--- src/hdl/keypad_matrix_change_reporter_assert.svh ---
// ---------------------------------------------------------------------------
// keypad_matrix_change_reporter_assert.svh
// Assertion macros used by the keypad change reporter top level.
// ---------------------------------------------------------------------------
`ifndef KEYPAD_MATRIX_CHANGE_REPORTER_ASSERT_SVH
`define KEYPAD_MATRIX_CHANGE_REPORTER_ASSERT_SVH

// same-cycle implication
`define KMCR_ASSERT_IMP(label, clk, rst, ante, cons, msg) \
   label: assert property (@(posedge clk) disable iff (rst) (ante) |-> (cons)) \
      else $error(msg);

// next-cycle implication
`define KMCR_ASSERT_NEXT(label, clk, rst, ante, cons, msg) \
   label: assert property (@(posedge clk) disable iff (rst) (ante) |=> (cons)) \
      else $error(msg);

`endif

--- src/hdl/kmcr_pkg.sv ---
// ---------------------------------------------------------------------------
// kmcr_pkg
// Types and constants shared by the keypad change reporter.
// ---------------------------------------------------------------------------
package kmcr_pkg;

   // snapshot fields
   localparam int PCOUNT_W     = 5;
   localparam int SINGLE_W     = 4;
   localparam int COL_BYTE_W   = 8;
   localparam int NUM_COL_BYTES = 8;

   // tdata layout of a request item
   localparam int PCOUNT_LSB   = 0;
   localparam int SROW_LSB     = PCOUNT_LSB + PCOUNT_W;
   localparam int SCOL_LSB     = SROW_LSB + SINGLE_W;
   localparam int COLS_LSB     = SCOL_LSB + SINGLE_W;
   localparam int REQ_USED_W   = COLS_LSB + NUM_COL_BYTES * COL_BYTE_W;
   localparam int REQ_TDATA_W  = ((REQ_USED_W + 7) / 8) * 8;

   // result
   localparam int SCAN_CODE_W  = 6;
   localparam int RSP_TDATA_W  = 8;

   // configuration port
   localparam int CSR_INDEX_W  = 1;
   localparam int CSR_DATA_W   = 4;
   localparam logic [CSR_INDEX_W-1:0] REG_ROW_COUNT = 1'd0;
   localparam logic [CSR_INDEX_W-1:0] REG_COL_COUNT = 1'd1;

   // controller -> datapath
   typedef struct packed {
      logic load;    // take a new snapshot, restart the walk
      logic step;    // advance the walk by one key position
      logic finish;  // flush pending event, commit map
   } kmcr_cmd_type;

   // datapath -> controller
   typedef struct packed {
      logic walk_empty;  // row or column count is zero
      logic walk_last;   // walk sits on its final position
      logic can_step;
      logic can_finish;
      logic pend_valid;
   } kmcr_status_type;

endpackage

--- src/hdl/kmcr_ctrl.sv ---
// ---------------------------------------------------------------------------
// kmcr_ctrl
// Sequencer: accept snapshot, walk key positions, flush and commit.
// ---------------------------------------------------------------------------
module kmcr_ctrl (
   input  logic                     clock,
   input  logic                     reset,
   input  logic                     req_tvalid,
   input  logic                     irq,
   output logic                     req_tready,
   input  kmcr_pkg::kmcr_status_type status,
   output kmcr_pkg::kmcr_cmd_type    cmd
);
   import kmcr_pkg::*;

   localparam logic [1:0] ST_IDLE   = 2'd0;
   localparam logic [1:0] ST_WALK   = 2'd1;
   localparam logic [1:0] ST_FINISH = 2'd2;

   logic [1:0] state_ff, state_in;

   always_comb begin
      state_in   = state_ff;
      cmd        = '0;
      req_tready = 1'b0;
      case (state_ff)
         ST_IDLE: begin
            req_tready = 1'b1;
            if (req_tvalid) begin
               cmd.load = 1'b1;
               if (irq) begin
                  state_in = status.walk_empty ? ST_FINISH : ST_WALK;
               end
            end
         end
         ST_WALK: begin
            cmd.step = status.can_step;
            if (status.can_step && status.walk_last) begin
               state_in = ST_FINISH;
            end
         end
         ST_FINISH: begin
            cmd.finish = status.can_finish;
            if (status.can_finish) begin
               state_in = ST_IDLE;
            end
         end
         default: begin
            state_in = ST_IDLE;
         end
      endcase
   end

   always_ff @(posedge clock) begin
      if (reset) begin
         state_ff <= ST_IDLE;
      end else begin
         state_ff <= state_in;
      end
   end

endmodule

--- src/hdl/kmcr_datapath.sv ---
// ---------------------------------------------------------------------------
// kmcr_datapath
// Key maps, walk counters, pending event and output register.
// ---------------------------------------------------------------------------
module kmcr_datapath #(
   parameter int MAX_COLS = 8,
   parameter int MAX_ROWS = 8
) (
   input  logic                              clock,
   input  logic                              reset,
   input  logic                              csr_we,
   input  logic [kmcr_pkg::CSR_INDEX_W-1:0]  csr_index,
   input  logic [kmcr_pkg::CSR_DATA_W-1:0]   csr_wdata,
   input  logic [kmcr_pkg::REQ_TDATA_W-1:0]  req_tdata,
   input  kmcr_pkg::kmcr_cmd_type            cmd,
   output kmcr_pkg::kmcr_status_type         status,
   output logic                              rsp_tvalid,
   input  logic                              rsp_tready,
   output logic [kmcr_pkg::RSP_TDATA_W-1:0]  rsp_tdata,
   output logic                              rsp_tuser,
   output logic                              rsp_tlast
);
   import kmcr_pkg::*;

   localparam int CW = (MAX_COLS > 1) ? $clog2(MAX_COLS) : 1;
   localparam int RW = (MAX_ROWS > 1) ? $clog2(MAX_ROWS) : 1;

   logic [CSR_DATA_W-1:0] row_count_ff, col_count_ff;
   logic [CSR_DATA_W-1:0] rows_eff, cols_eff;
   logic [1:0]            shift;

   logic [MAX_COLS-1:0][MAX_ROWS-1:0] map_ff, fresh_ff, fresh_in;
   logic [CW-1:0] col_ff;
   logic [RW-1:0] row_ff;

   logic                   pend_valid_ff;
   logic [SCAN_CODE_W-1:0] pend_code_ff;
   logic                   pend_down_ff;

   logic                   out_valid_ff;
   logic [SCAN_CODE_W-1:0] out_code_ff;
   logic                   out_down_ff, out_last_ff;

   logic [PCOUNT_W-1:0] pcount;
   logic [SINGLE_W-1:0] srow, scol;
   logic hit, cur_down, row_end, col_end, can_out;
   logic [SCAN_CODE_W-1:0] cur_code;

   // ---- configuration ----
   always_ff @(posedge clock) begin
      if (reset) begin
         row_count_ff <= CSR_DATA_W'(MAX_ROWS);
         col_count_ff <= CSR_DATA_W'(MAX_COLS);
      end else if (csr_we) begin
         case (csr_index)
            REG_ROW_COUNT: row_count_ff <= csr_wdata;
            REG_COL_COUNT: col_count_ff <= csr_wdata;
            default: ;
         endcase
      end
   end

   assign rows_eff = (row_count_ff > CSR_DATA_W'(MAX_ROWS)) ? CSR_DATA_W'(MAX_ROWS)
                                                          : row_count_ff;
   assign cols_eff = (col_count_ff > CSR_DATA_W'(MAX_COLS)) ? CSR_DATA_W'(MAX_COLS)
                                                          : col_count_ff;

   // ceil(log2(cols)), valid for cols up to 8
   always_comb begin
      if (cols_eff <= 4'd1)      shift = 2'd0;
      else if (cols_eff <= 4'd2) shift = 2'd1;
      else if (cols_eff <= 4'd4) shift = 2'd2;
      else                       shift = 2'd3;
   end

   // ---- new map from snapshot ----
   assign pcount = req_tdata[PCOUNT_LSB +: PCOUNT_W];
   assign srow   = req_tdata[SROW_LSB +: SINGLE_W];
   assign scol   = req_tdata[SCOL_LSB +: SINGLE_W];

   always_comb begin
      fresh_in = '0;
      if (pcount == PCOUNT_W'(1)) begin
         if (srow < SINGLE_W'(MAX_ROWS) && scol < SINGLE_W'(MAX_COLS)) begin
            fresh_in[scol[CW-1:0]][srow[RW-1:0]] = 1'b1;
         end
      end else if (pcount > PCOUNT_W'(1)) begin
         for (int c = 0; c < MAX_COLS; c++) begin
            fresh_in[c] = req_tdata[COLS_LSB + c*COL_BYTE_W +: MAX_ROWS];
         end
      end
   end

   // ---- walk position ----
   assign hit      = map_ff[col_ff][row_ff] ^ fresh_ff[col_ff][row_ff];
   assign cur_down = fresh_ff[col_ff][row_ff];
   assign cur_code = (SCAN_CODE_W'(row_ff) << shift) + SCAN_CODE_W'(col_ff);
   assign row_end  = (CSR_DATA_W'(row_ff) + 4'd1) == rows_eff;
   assign col_end  = (CSR_DATA_W'(col_ff) + 4'd1) == cols_eff;
   assign can_out  = !out_valid_ff || rsp_tready;

   assign status.walk_empty = (rows_eff == '0) || (cols_eff == '0);
   assign status.walk_last  = row_end && col_end;
   assign status.can_step   = !hit || !pend_valid_ff || can_out;
   assign status.can_finish = !pend_valid_ff || can_out;
   assign status.pend_valid = pend_valid_ff;

   always_ff @(posedge clock) begin
      if (cmd.load) begin
         fresh_ff <= fresh_in;
         col_ff   <= '0;
         row_ff   <= '0;
      end else if (cmd.step) begin
         if (row_end) begin
            row_ff <= '0;
            col_ff <= col_ff + CW'(1);
         end else begin
            row_ff <= row_ff + RW'(1);
         end
      end
   end

   always_ff @(posedge clock) begin
      if (reset) begin
         map_ff <= '0;
      end else if (cmd.finish) begin
         map_ff <= fresh_ff;
      end
   end

   // ---- pending event: held one position back to know which is last ----
   always_ff @(posedge clock) begin
      if (reset) begin
         pend_valid_ff <= 1'b0;
      end else if (cmd.step && hit) begin
         pend_valid_ff <= 1'b1;
      end else if (cmd.finish) begin
         pend_valid_ff <= 1'b0;
      end
   end

   always_ff @(posedge clock) begin
      if (cmd.step && hit) begin
         pend_code_ff <= cur_code;
         pend_down_ff <= cur_down;
      end
   end

   // ---- output register ----
   always_ff @(posedge clock) begin
      if (reset) begin
         out_valid_ff <= 1'b0;
      end else if ((cmd.step && hit && pend_valid_ff) || (cmd.finish && pend_valid_ff)) begin
         out_valid_ff <= 1'b1;
      end else if (rsp_tready) begin
         out_valid_ff <= 1'b0;
      end
   end

   always_ff @(posedge clock) begin
      if ((cmd.step && hit && pend_valid_ff) || (cmd.finish && pend_valid_ff)) begin
         out_code_ff <= pend_code_ff;
         out_down_ff <= pend_down_ff;
         out_last_ff <= cmd.finish;
      end
   end

   assign rsp_tvalid = out_valid_ff;
   assign rsp_tdata  = RSP_TDATA_W'(out_code_ff);
   assign rsp_tuser  = out_down_ff;
   assign rsp_tlast  = out_last_ff;

endmodule

--- src/hdl/keypad_matrix_change_reporter.sv ---
// ---------------------------------------------------------------------------
// keypad_matrix_change_reporter
// Compares each keypad scan snapshot that has irq set with the stored key map
// and emits one item per changed key, columns ascending, rows ascending within a column.
// ---------------------------------------------------------------------------
//
// channel | dir | handshake         | payload
// --------+-----+-------------------+-------------------------------------
// req     | in  | tvalid / tready   | tdata: snapshot fields, tuser: irq
// rsp     | out | tvalid / tready   | tdata: scan code, tuser: key down,
//         |     |                   | tlast: final item of a snapshot
// csr     | in  | we (no wait)      | index, wdata: row/col count
//
// Sequence: a snapshot with irq low is only accepted. Otherwise an accept
//   step, then a walk over each key position (rows * cols, at most 64) at
//   one position per cycle unless an rsp stall holds it, then a flush/commit step.
// Each event is held one position back, so the final one is known and
//   tagged with tlast at the flush.
// Reset (synchronous): map all released, counts at MAX_ROWS / MAX_COLS.
// rsp stalls hold the walk only when a new changed key finds both the
//   pending slot and the output register full; the flush waits while an
//   event is pending and the output register is full.
//
module keypad_matrix_change_reporter #(
   parameter int MAX_COLS = 8,
   parameter int MAX_ROWS = 8
) (
   input  logic                              clock,
   input  logic                              reset,
   // config write port
   input  logic                              csr_we,
   input  logic [kmcr_pkg::CSR_INDEX_W-1:0]  csr_index,
   input  logic [kmcr_pkg::CSR_DATA_W-1:0]   csr_wdata,
   // snapshot items
   input  logic                              req_tvalid,
   output logic                              req_tready,
   // pressed_count[4:0], single_row[8:5], single_col[12:9],
   // col0_bits..col7_bits[76:13], zero pad[79:77]
   input  logic [kmcr_pkg::REQ_TDATA_W-1:0]  req_tdata,
   // matrix_irq[0]
   input  logic [0:0]                        req_tuser,
   // key change items
   output logic                              rsp_tvalid,
   input  logic                              rsp_tready,
   // scan_code[5:0], zero pad[7:6]
   output logic [kmcr_pkg::RSP_TDATA_W-1:0]  rsp_tdata,
   // key_down[0]
   output logic [0:0]                        rsp_tuser,
   // last_event
   output logic                              rsp_tlast
);
   import kmcr_pkg::*;

   kmcr_cmd_type    cmd;
   kmcr_status_type status;

   kmcr_ctrl u_ctrl (
      .clock      (clock),
      .reset      (reset),
      .req_tvalid (req_tvalid),
      .irq        (req_tuser[0]),
      .req_tready (req_tready),
      .status     (status),
      .cmd        (cmd)
   );

   kmcr_datapath #(
      .MAX_COLS (MAX_COLS),
      .MAX_ROWS (MAX_ROWS)
   ) u_datapath (
      .clock      (clock),
      .reset      (reset),
      .csr_we     (csr_we),
      .csr_index  (csr_index),
      .csr_wdata  (csr_wdata),
      .req_tdata  (req_tdata),
      .cmd        (cmd),
      .status     (status),
      .rsp_tvalid (rsp_tvalid),
      .rsp_tready (rsp_tready),
      .rsp_tdata  (rsp_tdata),
      .rsp_tuser  (rsp_tuser[0]),
      .rsp_tlast  (rsp_tlast)
   );

   // ---- assertions ----
`include "keypad_matrix_change_reporter_assert.svh"

   // ignored snapshot leaves the block ready for the next one
   `KMCR_ASSERT_NEXT(a_irq_low_idle, clock, reset, req_tvalid && req_tready && !req_tuser[0], req_tready, "irq-low snapshot did not return to idle")
   // walk only advances when the pending/output path has room
   `KMCR_ASSERT_IMP(a_step_room, clock, reset, cmd.step, status.can_step, "walk advanced into a full event path")
   // no event is left pending once the block is idle again
   `KMCR_ASSERT_IMP(a_idle_no_pend, clock, reset, req_tready, !status.pend_valid, "pending event left behind at idle")

endmodule
--- config.mk ---
export PLATFORM = sky130hd
export DESIGN_NAME = keypad_matrix_change_reporter
export DESIGN_NICKNAME = d
export VERILOG_FILES = /design/src/hdl/kmcr_pkg.sv /design/src/hdl/kmcr_ctrl.sv /design/src/hdl/kmcr_datapath.sv /design/src/hdl/keypad_matrix_change_reporter.sv
export VERILOG_INCLUDE_DIRS = /design/src /design/src/hdl
export SDC_FILE = /design/constraint.sdc
export NUM_CORES = 1
export LEC_CHECK = 0
export BUFFER_PORTS_ARGS = -buffer_cell sky130_fd_sc_hd__buf_4
export CAP_MARGIN = 20
export CORE_MARGIN = 4
export CORE_UTILIZATION = 62
export CTS_CLUSTER_SIZE = 8
export DETAILED_ROUTE_END_ITERATION = 7
export GPL_TIMING_DRIVEN = 0
export PLACE_DENSITY = 0.85
export SETUP_SLACK_MARGIN = 0.4
export SLEW_MARGIN = 20
export SYNTH_ARGS = -nofsm -noshare
export SYNTH_HDL_FRONTEND = slang
export SYNTH_SLANG_ARGS = --single-unit
--- constraint.sdc ---
create_clock -name clock -period 5.4 [get_ports clock]
set_input_delay 0.54 -clock clock [delete_from_list [all_inputs] [get_ports clock]]
set_output_delay 0.54 -clock clock [all_outputs]
set_load 0.005 [all_outputs]
## After elaboration in Yosys (flattened, before gate mapping)

Index checks and enable logic that the tools add are counted.

- Bits in registers: 161
- Bits of input ports: 91
- Output and inout port bits: 12
- Word-level logic and storage cells: 121

- Add/subtract/negate cells: 5
- Order comparisons: 14
- Equality and inequality tests: 9
- Shifts and indexed selects: 1
- Multiplexer cells: 36
- Bitwise gates (word level): 2
- Reduce and logical (&&, ||, !) cells: 26

Operator list:

| operator | count |
|---|---|
| $mux 64 | 3 |
| $bmux 8 s3 | 2 |
| $demux 8 s3 | 1 |
| $mux 8 | 3 |
| $lt 3x4->1 const B | 4 |
| $mux 2 | 7 |
| $mux 1 | 13 |
| $add 3x1->4 const B | 2 |
| $eq 4x4->1 | 2 |
| $gt 4x4->1 const B | 2 |
| $logic_and 1x1->1 | 8 |
| $logic_not 4->1 | 2 |
| $lt 4x4->1 const B | 2 |
| $mux 4 | 2 |
| $add 3x1->3 const B | 2 |
| $add 6x3->6 | 1 |
| $bmux 1 s3 | 2 |
| $ge 3x1->1 const B | 2 |
| $logic_or 1x1->1 | 6 |
| $pmux 2 s3 | 1 |
| $reduce_and 2->1 | 3 |
| $shl 3x2->6 | 1 |
| $eq 5x1->1 const B | 1 |
| $gt 5x1->1 const B | 1 |
| other kinds (15) | 20 |

## Longest topological paths before layout

Gate-level depths: netlist of the first run.

- Depth after elaboration: 13
- Depth in mapped cells: 13

## Modules after synthesis

Synthesis of the first run repeated with hierarchy kept, for this count alone.

- Cell total of the unflattened synthesis: 696
- Area total of the unflattened synthesis: 7862.5 sq um

Modules (own cells, without submodules):

| module | times used | cells each | area each (sq um) | seq. area each (sq um) |
|---|---|---|---|---|
| kmcr_datapath | 1 | 679 | 7732.4 | 3973.8 |
| kmcr_ctrl | 1 | 17 | 130.1 | 40.0 |

## Worst setup path before layout of the first run

Ideal clock, no wire load.

- Kind: register -> register
- Start: reg u_datapath.col_ff[0]
- End: reg u_datapath.out_code_ff[0] (enable)
- Library setup time: 0.385 ns
- Arrival: 2.922 ns
- Path slack: 2.093 ns
- Stages on the path, launching flop included: 11
- Period minus slack after synthesis: 3.307 ns
- Cells stage by stage: dfxtp_1 buf_6 buf_2 mux4_2 a22oi_1 nand3_1 a32o_1 a211o_2 nand2_1 nand3_1 a21boi_0

- Word-level cells in the longest chain between the ends: 12
- Elaborated cells on any way between the ends: 16
- Classes of those cells: 9 x mux; 1 x bitwise; 6 x reduce/logical

Ends and longest elaborated chain:

| item | line | RTL |
|---|---|---|
| from (decl) | kmcr_datapath.sv:33 | `logic [CW-1:0] col_ff;` |
| from (signal assigned) | kmcr_datapath.sv:116 | `col_ff <= col_ff + CW'(1);` |
| $bmux 8 s3 | kmcr_datapath.sv:95 | `assign hit = map_ff[col_ff][row_ff] ^ fresh_ff[col_ff][row_ff];` |
| $mux 8 (implied by the code) | kmcr_datapath.sv:95 |  |
| $bmux 1 s3 | kmcr_datapath.sv:95 |  |
| $mux 1 (implied by the code) | kmcr_datapath.sv:95 |  |
| $xor 1x1->1 * | kmcr_datapath.sv:95 |  |
| $logic_not 1->1 | kmcr_datapath.sv:104 | `assign status.can_step = !hit \|\| !pend_valid_ff \|\| can_out;` |
| $logic_or 1x1->1 (2 in series) | kmcr_datapath.sv:104 |  |
| $mux 1 | kmcr_ctrl.sv:26 | `case (state_ff)` |
| $logic_and 1x1->1 * (2 in series) | kmcr_datapath.sv:161 | `if ((cmd.step && hit && pend_valid_ff) \|\| (cmd.finish && pend_valid_ff)) begin` |
| $logic_or 1x1->1 * | kmcr_datapath.sv:161 |  |
| to (signal assigned) | kmcr_datapath.sv:162 | `out_code_ff <= pend_code_ff;` |
| to (decl) | kmcr_datapath.sv:41 | `logic [SCAN_CODE_W-1:0] out_code_ff;` |

Mark *: on every way between the ends. The rest lies on a longest branch, timed or not. The select of a mux whose other input is x is not followed.
A chain may end at the register's enable or synchronous reset.

## Worst setup path in the final report of the first run

- Start: reg u_datapath.col_ff[1]
- End: reg u_datapath.out_code_ff[1] (enable)

Same word-level chain as after synthesis.

==> metrics.md, run 1 <==
| Metric | Value |
|---|---|
| Max-cap viol count | `0` |
| Initial drt markers | `971` |
| Largest area contributor in the netlist | `edfxtp_1` |
| Yosys Warn Count | `0` |
| WP buf/inv | `2` |
| Design Area, Final | `0.00932 mm2` |
| Count leader, synth | `nand2_1` |
| # fillers | `between 800 and 900` |
| Placed Instances | `around 1000` |
| Non-filler cells in the finished layout | `1077` |
| Skew-Pair Late Insertion Delay | `0.44 ns` |
| Storage element area | `0.00401 mm2` |
| Synth Instances | `just under 800` |
| Status | `finished, final reports clean` |
| R2R Setup Slk | `1.33 ns` |
| Min Hold Slack | `around 0.35 ns` |
| Core ar. | `0.0122 mm2` |
| Total grt overflow | `0` |
| Vias per cell | `6.23` |
| Vias | `approximately 6700` |
| Endpoints failing setup | `0` |
| Mean cell area of the mapped netlist | `9.96 um2` |
| P&R area growth vs syn | `19.5%` |
| Total Wirelength | `21.9 mm` |
| CP peak stage delay | `0.85 ns` |
| Ant diodes | `0` |
| H-tree Lvls | `4` |
| FP Rows | `40` |
| Peak VDD IR | `0.222 mV` |
| #FFs+latches synth | `161` |
| Post-DR wirelength/cell | `20.4 um` |
| Synth Flop Type | `dfxtp_1` |
| Die ar. | `0.0144 mm2` |
| RSZ-0062 raised after global routing | `false` |
| Clock sink total | `roughly 160` |
| CTS tree | `built` |
| Number of global-route vias before repair | `6690` |
| Die Y-Extent | `120 um` |
| Post-Syn Area | `0.00780 mm2` |
| Critical Path Source | `u_datapath.col_ff[1]` |
| Hold Crit Depth | `3` |
| First drt pass iteration count | `5` |
| CP startpoint kind | `flop` |
| Crit-path slowest cell | `a21boi_0` |
| # resized after CTS | `0` |
| HPWL after DPL | `15.7 mm` |
| Period utilization | `0.754` |
| Tightest Hold Check Type | `primary input to flop` |
| Fin. Hold Viols | `0` |
| Fin crit period | `4.07 ns` |
| Post-synth top area share | `0.304` |
| Cts hold-fix bufs | `0` |
| CP Class | `flop to flop` |
| Share of cells above drive strength 1 | `0.195` |
| Total global-route track usage | `0.314` |
| Fin Setup TNS | `0 ns` |
| Clock buffer depth | `2` |
| Worst Hold Path EP | `u_datapath.row_count_ff[3]` |
| DIE WIDTH | `120 um` |
| Pwr Density | `between 300 and 400 mW/mm2` |
| Max-slew headroom | `0.303` |
| Worst hold start | `csr_wdata[3]` |
| Post-CTS setup buffers | `0` |
| Async SR Flop Fraction | `0` |
| Unique masters post-synth | `59` |
| Power, Total | `around 3.1 mW` |
| Worst-path cell chain | `buf_2, buf_2, mux4_2, a22oi_1, nand3_1, a32o_1, a211o_2, nand2_1, nand3_1, a21boi_0` |
| Top cells by count, synth | `nand2_1 (196), dfxtp_1 (82), edfxtp_1 (79)` |
| Largest net degree at the start of global routing | `67` |
| Reg2Reg Launch Point | `u_datapath.col_ff[1]` |
| Global-route wire length before repair | `~35 mm` |
| R2R depth | `10` |
| Buffers on Ports | `between 90 and 100` |
| Worst Max-Slew Pin Slew | `1.04 ns` |
| Main area contributors after synthesis | `edfxtp_1 (30%), dfxtp_1 (21%), nand2_1 (9.4%), mux4_2 (7.5%), a21oi_1 (4.8%)` |
| Post-place instance area | `~0.0087 mm2` |
| CTS Buf Count | `17` |
| CP max FO | `10` |
| CP Capture Type | `flop` |
| Seq/Total Area, Yosys | `0.515` |
| Multi-input gate area | `0.00351 mm2` |
| Root Driver | `clkbuf_16` |
| Detailed-route DRC error count | `0` |
| Reg-to-Reg End | `u_datapath.out_code_ff[1]` |
| Clk slew on worst S/H paths | `0.06 ns` |
| Arr. time, crit path | `roughly 4.1 ns` |
| Post-route antenna net violation count | `0` |
| Achievable Freq | `246 MHz` |
| Starting Density | `0.641` |
| Nets | `993` |
| Initial antenna violation count | `0` |
| GP Congestion | `approximately 0.97` |
| Clk_skew | `0.0107 ns` |
| WP data required | `5.45 ns` |
| Post-synth EDFFs | `79` |
| Top-level I/O count | `103` |
| Lkg Pwr | `3.36 nW` |
| Final count of pins violating max slew | `0` |
| Largest delay contributor family on the critical path | `compound AO/OA/AOI/OAI gates` |
==> layout by cell type (no fill, tap or decap), drive strengths merged, types with 7 or more instances in the layout <==
master  synthesis  routed
nor2           28      28
nand2b         12      12
o21ai          37      37
edfxtp         79      79
a22o           33      33
a21oi          76      76
clkbuf         37      57
mux2i          21      21
o22ai          11      11
dfxtp          82      82
inv             9      10
or2             7       7
buf            17     110
mux4           26      26
or4             7       7
nor2b           8       8
nand3          23      23
nand2         196     196
==> report_power, final <==
part / switching [mW] / internal (mW) / total (mW)
sequential: 0.0615 / 1.39 / 1.45
clock: 0.493 / 0.719 / 1.21
combinational: 0.248 / 0.171 / 0.419
total: 0.802 / 2.28 / 3.08
==> sequential cells by signal (all words and copies together) (netlist names), 2 cells and up <==
name,cells
u_datapath.out_code_ff,6
u_datapath.map_ff,64
u_datapath.col_count_ff,4
u_datapath.row_ff,3
u_datapath.row_count_ff,4
u_ctrl.state_ff,2
u_datapath.pend_code_ff,6
u_datapath.fresh_ff,64
u_datapath.col_ff,3
==> through the flow <==
| step | setup slack, ns | util |
|---|---|---|
| global placement | 1.42 | 0.716 |
| global route | 1.10 | 0.766 |
| finish | 1.33 | 0.766 |
| floorplan | 2.09 | - |
| detailed placement | 1.39 | 0.716 |
| CTS | 1.35 | 0.766 |
==> logic make-up (layout without fill, tap and decap cells) <==
logic type	after synthesis	count (layout)	share of synthesized area
AND/OR/NAND/NOR	306	306	0.173
AO/OA/AOI/OAI	191	191	0.155
flip-flops	161	161	0.515
buffers and inverters	64	189	0.0356
multiplexers	48	48	0.104
adder cells (fa/ha/maj)	6	6	0.0106
XOR/XNOR	6	6	0.00674
other	1	2	0.000481
==> tightest hold or removal path, delay by kind of cell <==
family        cells  cell delay [ns]
simple gates      1             0.06
mux               1             0.06
buf+inv           1             0.09
==> layer usage <==
metal,vias up,GRT usage,routed length [um]
li1,3067,-,-
met1,3090,0.386,8380
met2,468,0.517,10500
met3,85,0.0716,2090
met4,0,0.161,951
met5,-,0,0
==> how the worst max path moves through the flow <==
stage	endpoint	slack [ns]	depth (start not counted)
after detailed placement	u_datapath.out_code_ff[1]	1.39	10
after global routing	u_datapath.out_code_ff[3]	1.10	10
after global placement	u_datapath.out_code_ff[2]	1.42	10
final	u_datapath.out_code_ff[1]	1.33	10
after floorplan	u_datapath.out_code_ff[0]	2.09	10
after CTS	u_datapath.out_code_ff[1]	1.35	10
==> area by class of cell <==
| cell class | instances | area share |
|---|---|---|
| well taps | 168 | 0.0226 |
| plain buffers | 54 | 0.0258 |
| clock inverters | 12 | 0.0141 |
| clock buffers | 20 | 0.0502 |
| flip-flops and latches | 161 | 0.431 |
| inverters | 10 | 0.00430 |
| multi-input cells | 559 | 0.377 |
| repair buffers | 93 | 0.0749 |
No activity file was read; power rests on OpenSTA's default activity.
==> inputs of run 2 (changes only) <==
Settings changed: ABC_AREA set to 1, CORE_UTILIZATION 62 to 53, PLACE_DENSITY 0.85 to 0.77.
Clock period 5.4 ns to 3.65 ns, I/O delays scaled along.
==> run 2 against run 1 <==
Effect of this change:
- global-route usage decreased by 5.9 points
- register-to-register slack worse by 0.40 ns
- non-clock buffer count is 6 higher
- routed wire length is 1.0% higher
- critical endpoint is now u_datapath.pend_code_ff[2]
- sequential share of layout area down 1.4 points
- fmax grew 49%
- clock-buffer cell count shrank 3
- total power grew 77%
- largest power group unchanged
- largest cell class unchanged
- combinational power grew to 3.1 times the previous value
- via count increased by 12%
==> metrics.md, run 2 <==
| Metric | Value |
|---|---|
| Global-route wire length before repair | `34.9 mm` |
| CP Capture Type | `flop` |
| Achievable Freq | `367 MHz` |
| Initial antenna violation count | `0` |
| Main area contributors after synthesis | `edfxtp_1 (29%), dfxtp_1 (20%), nand2_1 (12%), nor2_1 (7.8%), inv_1 (5.5%)` |
| #FFs+latches synth | `between 150 and 200` |
| Arr. time, crit path | `2.84 ns` |
| Initial drt markers | `616` |
| Die ar. | `0.0172 mm2` |
| CTS tree | `built` |
| CTS Buf Count | `17` |
| Mean cell area of the mapped netlist | `7.59 um2` |
| Seq/Total Area, Yosys | `0.499` |
| Status | `finished, final reports clean` |
| # resized after CTS | `0` |
| DIE WIDTH | `131 um` |
| Non-filler cells in the finished layout | `1377` |
| Async SR Flop Fraction | `0` |
| Starting Density | `0.548` |
| Largest area contributor in the netlist | `edfxtp_1` |
| # fillers | `1261` |
| Die Y-Extent | `131 um` |
| HPWL after DPL | `16.5 mm` |
| Post-place instance area | `0.00907 mm2` |
| GP Congestion | `0.998` |
| Nets | `around 1300` |
| Unique masters post-synth | `32` |
| Detailed-route DRC error count | `0` |
| Max-cap viol count | `0` |
| P&R area growth vs syn | `19.6%` |
| Ant diodes | `0` |
| Cts hold-fix bufs | `0` |
| Fin. Hold Viols | `0` |
| Total Wirelength | `22.2 mm` |
| Post-synth EDFFs | `79` |
| H-tree Lvls | `4` |
| Share of cells above drive strength 1 | `0.137` |
| Top cells by count, synth | `nand2_1 (254), nor2_1 (167), inv_1 (119)` |
| Period utilization | `0.747` |
| Buffers on Ports | `97` |
| Count leader, synth | `nand2_1` |
| Post-synth top area share | `0.295` |
| FP Rows | `44` |
| Vias | `7486` |
| Design Area, Final | `0.00963 mm2` |
| Number of global-route vias before repair | `6959` |
| Pwr Density | `565 mW/mm2` |
| Synth Flop Type | `dfxtp_1` |
| CP Class | `flop to flop` |
| Placed Instances | `1345` |
| Tightest Hold Check Type | `primary input to flop` |
| Worst Max-Slew Pin Slew | `0.804 ns` |
| Fin crit period | `2.73 ns` |
| Clk slew on worst S/H paths | `0.07 ns` |
| Total grt overflow | `0` |
| Total global-route track usage | `0.255` |
| Post-place setup slack | `about 1.0 ns` |
| RSZ-0062 raised after global routing | `false` |
| Hold Crit Depth | `2` |
| Largest net degree at the start of global routing | `29` |
| Lkg Pwr | `4.20 nW` |
| First drt pass iteration count | `5` |
| Vias per cell | `5.44` |
| Most common cell after layout, fill and taps aside | `nand2_1` |
| Clock sink total | `161` |
| Final count of pins violating max slew | `0` |
| Post-CTS setup buffers | `0` |
| Endpoints failing setup | `0` |
| Core ar. | `between 0.01 and 0.015 mm2` |
| Post-Syn Area | `0.00805 mm2` |
| Clk_skew | `0.00774 ns` |
| Largest registers | `u_datapath.fresh_ff x64, u_datapath.map_ff x64` |
| Top-level I/O count | `103` |
| R2R depth | `16` |
| Most frequent cells in the layout | `nand2_1 (254), nor2_1 (166), inv_1 (119)` |
| Clock buffer depth | `2` |
| Peak VDD IR | `0.371 mV` |
| R2R Setup Slk | `between 0.9 and 1 ns` |
| Post-route antenna net violation count | `0` |
| Root Driver | `clkbuf_16` |
| WP data required | `3.77 ns` |
| Max-slew headroom | `0.463` |
| Yosys Warn Count | `0` |
| Post-DR wirelength/cell | `16.1 um` |
| Final worst slack | `0.924 ns` |
| Synth Instances | `1061` |
| CP max FO | `10` |
| Skew-Pair Late Insertion Delay | `0.43 ns` |
| CP startpoint kind | `flop` |
| Fin Setup TNS | `0 ns` |
## run 2: cell count changes in the layout (fill, tap and decap cells not counted), sizes merged, moves of 26 or more
| cell | previous run | this run |
|---|---|---|
| a21oi | 76 | 29 |
| nand2 | 196 | 257 |
| nand3 | 23 | 86 |
| a22o | 33 | 0 |
| o21ai | 37 | 83 |
| nor2 | 28 | 168 |
| mux4 | 26 | 0 |
| o22ai | 11 | 65 |
| inv | 10 | 129 |
## run 2: area by class of cell
| cell class | count | area [um2] | share of cell area |
|---|---|---|---|
| Timing Repair Buffer | 99 | 776 | 0.0806 |
| Sequential cell | 161 | 4010 | 0.417 |
| Buffer | 54 | 275 | 0.0286 |
| Inverter | 126 | 475 | 0.0494 |
| Multi-Input combinational cell | 721 | 3300 | 0.342 |
| Tap cell | 184 | 230 | 0.0239 |
| Clock inverter | 15 | 135 | 0.0140 |
| Clock buffer | 17 | 425 | 0.0442 |
## run 2: final timing paths
check	end	start
max	u_datapath.pend_code_ff[2]	u_datapath.col_ff[0]
min	u_datapath.pend_valid_ff	reset
max reg2reg	u_datapath.pend_code_ff[2]	u_datapath.col_ff[0]
min reg2reg	u_datapath.out_code_ff[3]	u_datapath.pend_code_ff[3]
## run 2: report_power, final
| group | internal, mW | switching (mW) | leakage, nW | total (mW) |
|---|---|---|---|---|
| logic | 0.471 | 0.807 | 2.51 | 1.28 |
| registers | 2.28 | 0.189 | 1.42 | 2.47 |
| clock network | 0.945 | 0.751 | 0.266 | 1.70 |
| total | 3.70 | 1.75 | 4.20 | 5.44 |
## run 2: critical path, cell delays in order, from the launching register on
cell      delay, ns
dfxtp_1        0.38
inv_2          0.11
clkbuf_1       0.46
nand2_1        0.10
nand3_1        0.11
nand3_1        0.15
nand3_1        0.14
nand3_1        0.11
nand2_1        0.09
nand2_1        0.06
nand2_2        0.09
nand2_1        0.06
nand3_2        0.09
nand2_2        0.09
inv_2          0.09
nand2_1        0.06
inv_1          0.20
## run 2: logic make-up after synthesis
| group | share of synthesized area |
|---|---|
| AOI/OAI and AO/OA | 0.124 |
| xor gates and xnor gates | 0.00870 |
| adders and majority gates | 0.0103 |
| and+or+nand+nor | 0.265 |
| other | 0.000466 |
| buffers and inverters | 0.0933 |
| DFF | 0.499 |
## run 2: metrics by stage
step / utilization / power (mW) / hold WS, ns
floorplan: - / 3.31 / 0.400
global placement: 0.613 / 3.70 / 0.400
detailed placement: 0.617 / 3.75 / 0.405
CTS: 0.655 / 5.44 / 0.0851
global route: 0.655 / 5.74 / 0.0877
finish: 0.655 / 5.44 / 0.104
## run 2: per-layer routing
metal / global-route usage / share of wire
met1: 0.342 / 0.43
met2: 0.398 / 0.45
met4: 0.132 / 0.037
met5: 0 / 0
met3: 0.0455 / 0.082
